## src/hw/rtl/evkdf_pkg.sv

```systemverilog
package evkdf_pkg;

  localparam int unsigned ActW   = 2;
  localparam int unsigned KindW  = 2;
  localparam int unsigned RoomW  = 32;
  localparam int unsigned IdW    = 64;
  localparam int unsigned StsW   = 3;
  localparam int unsigned CountW = 7;

  localparam logic [ActW-1:0] ACT_RECORD = 2'd0;
  localparam logic [ActW-1:0] ACT_LOOKUP = 2'd1;
  localparam logic [ActW-1:0] ACT_CLEAR  = 2'd2;

  localparam logic [KindW-1:0] KIND_TWO_PARTY = 2'd0;
  localparam logic [KindW-1:0] KIND_DEATH     = 2'd1;
  localparam logic [KindW-1:0] KIND_RESOLVE   = 2'd2;

  localparam logic [StsW-1:0] STS_FIRST   = 3'd0;
  localparam logic [StsW-1:0] STS_DUP     = 3'd1;
  localparam logic [StsW-1:0] STS_INVALID = 3'd2;
  localparam logic [StsW-1:0] STS_FULL    = 3'd3;
  localparam logic [StsW-1:0] STS_DONE    = 3'd4;

  // command held at the top and seen by every cell
  typedef struct packed {
    logic [ActW-1:0]  act;
    logic [KindW-1:0] kind;
    logic [RoomW-1:0] room;
    logic [IdW-1:0]   prim;
    logic [IdW-1:0]   sec;
    logic             ok;
  } cmd_t;

  // token handed from cell to cell
  typedef struct packed {
    logic valid;
    logic matched;
    logic inserted;
  } tok_t;

endpackage

```

## src/hw/rtl/evkdf_cell.sv

```systemverilog
module evkdf_cell (
  input  logic               clk_i,
  input  logic               rst_ni,
  input  logic               adv_i,
  input  evkdf_pkg::cmd_t    cmd_i,
  input  evkdf_pkg::tok_t    tok_i,
  output evkdf_pkg::tok_t    tok_o
);

  logic                         valid_q, valid_d;
  logic [evkdf_pkg::KindW-1:0]  kind_q;
  logic [evkdf_pkg::RoomW-1:0]  room_q;
  logic [evkdf_pkg::IdW-1:0]    prim_q;
  logic [evkdf_pkg::IdW-1:0]    sec_q;
  evkdf_pkg::tok_t              tok_q, tok_d;
  logic                         hit;
  logic                         take;

  assign hit = valid_q && (kind_q == cmd_i.kind) && (room_q == cmd_i.room) &&
               (prim_q == cmd_i.prim) && (sec_q == cmd_i.sec);

  // entries stay packed from slot 0, so every stored key lies ahead of the
  // first free cell and the match flag is final when the token gets here
  assign take = tok_i.valid && (cmd_i.act == evkdf_pkg::ACT_RECORD) && cmd_i.ok &&
                !tok_i.matched && !tok_i.inserted && !valid_q;

  always_comb begin
    tok_d   = tok_i;
    valid_d = valid_q;
    if (tok_i.valid) begin
      if (cmd_i.act == evkdf_pkg::ACT_CLEAR) begin
        valid_d = 1'b0;
      end else if (cmd_i.act == evkdf_pkg::ACT_RECORD ||
                   cmd_i.act == evkdf_pkg::ACT_LOOKUP) begin
        tok_d.matched = tok_i.matched | hit;
        if (take) begin
          valid_d        = 1'b1;
          tok_d.inserted = 1'b1;
        end
      end
    end
  end

  always_ff @(posedge clk_i or negedge rst_ni) begin
    if (!rst_ni) begin
      valid_q <= 1'b0;
      tok_q   <= '0;
    end else if (adv_i) begin
      valid_q <= valid_d;
      tok_q   <= tok_d;
    end
  end

  always_ff @(posedge clk_i) begin
    if (adv_i && take) begin
      kind_q <= cmd_i.kind;
      room_q <= cmd_i.room;
      prim_q <= cmd_i.prim;
      sec_q  <= cmd_i.sec;
    end
  end

  assign tok_o = tok_q;

endmodule

```

## config.mk

```make
export PLATFORM = sky130hd
export DESIGN_NAME = evkdf_cell
export DESIGN_NICKNAME = d
export VERILOG_FILES = /design/src/hw/rtl/evkdf_pkg.sv /design/src/hw/rtl/evkdf_cell.sv
export SDC_FILE = /design/constraint.sdc
export NUM_CORES = 1
export LEC_CHECK = 0
export BUFFER_PORTS_ARGS = -buffer_cell sky130_fd_sc_hd__buf_4
export CAP_MARGIN = 20
export CORE_ASPECT_RATIO = 1.75
export CORE_MARGIN = 1.5
export CORE_UTILIZATION = 56
export CTS_CLUSTER_SIZE = 10
export DETAILED_ROUTE_END_ITERATION = 12
export PLACE_DENSITY = 0.83
export SLEW_MARGIN = 40
export SYNTH_ARGS = -nofsm -noshare
export SYNTH_HDL_FRONTEND = slang
export SYNTH_SLANG_ARGS = --single-unit
```

## constraint.sdc

```tcl
create_clock -name clk_i -period 13.6 [get_ports clk_i]
set_input_delay 1.36 -clock clk_i [delete_from_list [all_inputs] [get_ports clk_i]]
set_output_delay 1.36 -clock clk_i [all_outputs]
set_load 0.05 [all_outputs]
```

==> impl_metrics.ini <==
[timing]
fmaxAchievable_mhz = 307.5
finalCritPeriodShare_pct = 23.91
fin_ws_ps = 10350
min_period_ps = 3252
finalSetupViolations = 0
slew_viol_final = 0
finClkSkew_ps = 7.612
rsz0062_at_grt = no
final_hold_viol_count = 0
tns_ps = 0
slew_headroom_pct = 47.12
worst_pin_slew_ps = 791.2

[placement]
port_buffers = 173
dp_slack_ps = 9693
gp_congestion = 0.8842
dpl.hpwl_um = 12800

[cts]
post_cts_buffers = 0
clk_latency_ps = 420
cts_buffers = 17
ctsResizeCount = 0
cts_tree = built
clock_sinks = 166
clk_path_buf_depth = 2
cts_root_buffer = clkbuf_16
cts_hold_buf = 0
clkTransAtPathRegs_ps = 60
htreeDepth = 4

[yosys]
synth_edf_count = 162
synth_area_leader_cell = edfxtp_1
synth_cells = 477
synth.net_count = 648
ys_seq_elements = 166
syn_area_per_cell_um2 = 14.93
synth_warnings = 0
yosysTopAreaCellShare_pct = 68.32
synth_area_um2 = 7121
synth.distinct_cells = 33
synth_flop_cell = edfxtp_1
postSynth.asyncResetShare_pct = 2.410
seq_area_frac_synth_pct = 69.72
synth.area.top_cells = edfxtp_1 68%, xor2_1 9.8%, nor2b_1 3.3%, inv_1 2.4%, nand2b_1 2.4%

[grt]
grtUsageMet2_pct = 46.82
grt-ovfl-total = 0
antenna_found_initial = 0
use_met1_pct = 27.78
grt.total_usage_pct = 26.35
grt_start_max_net_pins = 97
grt_pass1_vias = 5130
grt.busiest_layer = met2
grt_pass1_wl_um = 25760
gr-usage-met3_pct = 5.796

[critical_path]
critPathMaxStageDelay_ps = 590
cp_max_fo = 96
critical_path_class = in -> reg
r2r-end = prim_q[36]
crit_start = tok_i[1]
end_kind = register
worstSetupStartpointType = primary input
worstReg2RegStart = valid_q
critPathRequiredTime_ps = 13650
rrSetupSlack_ps = 11020
cpMaxStageDelayCell = buf_6
r2r.worst_path.cells = 4
cp.arrival_ps = 3300
cp_cell_sequence = buf_4 > nor4_1 > and3_4 > clkbuf_8 > buf_6

[die]
ios = 174
core-area_um2 = 12430
start_util_pct = 57.28
die-width_um = 88.24
die_area_um2 = 13430
die_h_um = 152.2
fp-row-count = 54

[power_and_ir_drop]
power_density_nw_per_um2 = 123.5
p_leak_uw = 0.003520
irDropWorstVdd_v = 0.00009560

[route]
detail_route.vias_per_cell = 5.499
wirelength_um = 16850
route.vias.total = 4685
wl_per_cell_um = 19.78
drc = 0
drt_iter0_drc = 404
antenna_left = 0
drt-pass1-iter-count = 5

[worst_hold_path]
whs_endpoint = tok_o[2]
worstHoldStart = tok_o[2]
min_path_type = reg -> reg
holdPathStages = 2

[layout]
drive_gt1_share_pct = 30.56
final_nets = 842
fill_cells = 867
area_delta_synth_final_pct = 30.14
antenna_cells = 0

[outcome]
status = finished, final reports clean

[run]
cap_violations = 0
cells in the mapped netlist (2+ instances only):
cell type	number
a22o_1	2
o2111a_1	7
nor3_1	3
o22ai_1	14
nor2_1	3
a21oi_1	3
o2111ai_1	3
nand2b_1	27
nor4_1	21
inv_1	46
xnor2_1	12
or4_1	3
a221oi_1	8
edfxtp_1	162
nand4_1	14
dfrtp_1	4
nand2_1	2
nand3_1	2
nor2b_1	37
a2111oi_0	12
xor2_1	80
worst max path at each step:
stage          slack, ps  cells past startpoint    endpoint
6_report           10350                      5  prim_q[36]
5_1_grt            10260                      5  prim_q[33]
3_3_place_gp        9570                      5  prim_q[18]
2_1_floorplan       7630                      2   kind_q[0]
4_1_cts            10130                      5  room_q[19]
3_5_place_dp        9690                      5  prim_q[18]
flip-flops by register name, indices dropped and copies added (netlist names):
signal   count
kind_q       2
valid_q      1
tok_o        3
room_q      32
prim_q      64
sec_q       64
routing by layer:
| metal | up-vias | wire, µm | part of all wire, % |
|---|---|---|---|
| met5 | - | 0 | 0 |
| met4 | 0 | 848 | 5.0 |
| met3 | 48 | 946 | 5.6 |
| met2 | 208 | 9382 | 56 |
| met1 | 2252 | 5676 | 34 |
| li1 | 2177 | - | - |
worst max-delay path, delay by kind of cell:
family	cells	cell delay (ps)
simple gates	2	530
buf+inv	3	1270
logic make-up (layout without fill, tap and decap cells):
logic type / count (synthesis) / in the layout / share of synthesized area, %
flip-flops: 166 / 166 / 69.72
AND/OR/NAND/NOR: 116 / 116 / 10.16
XOR/XNOR: 92 / 92 / 11.32
AO/OA/AOI/OAI: 54 / 54 / 6.133
buffers and inverters: 48 / 255 / 2.530
multiplexers: 1 / 1 / 0.1406
layout by cell type (no fill, tap or decap), drive strengths merged, types with 14 or more instances in the layout:
cell    instances
buf           174
edfxtp        162
xor2           80
inv            50
nor2b          37
nand2b         27
nor4           22
clkbuf         18
nand4          15
o22ai          14
cell type report:
class | instances | area (µm²) | area share (%)
Sequential cell | 166 | 4965 | 53.58
Multi-Input combinational cell | 263 | 1984 | 21.42
Timing Repair Buffer | 175 | 1324 | 14.29
Clock buffer | 17 | 425.4 | 4.591
Tap cell | 168 | 210.2 | 2.268
Inverter | 48 | 180.2 | 1.944
Clock inverter | 15 | 177.7 | 1.917
power by group:
| part | internal, µW | switching [µW] | leakage [µW] | total [µW] |
|---|---|---|---|---|
| clock network | 289 | 200 | 0.000274 | 489 |
| logic | 48.0 | 39.3 | 0.00174 | 87.3 |
| registers | 566 | 2.34 | 0.00151 | 568 |
| total | 903 | 241 | 0.00352 | 1140 |
per-stage QoR:
step | total power (µW) | utilization, % | cells | hold slack [ps] | cell area [µm²]
6_report | 1144 | 74.54 | 852 | 563.9 | 9266
4_1_cts | 1149 | 74.48 | 852 | 538.2 | 9259
3_3_place_gp | 661.6 | 69.58 | 820 | 529.9 | 8650
5_1_grt | 1176 | 74.54 | 852 | 593.3 | 9266
3_5_place_dp | 665.7 | 69.63 | 820 | 527.6 | 8656
2_1_floorplan | 605.5 | - | 477 | 519.2 | 7121
Note: power is estimated with default switching activity, not from simulation.
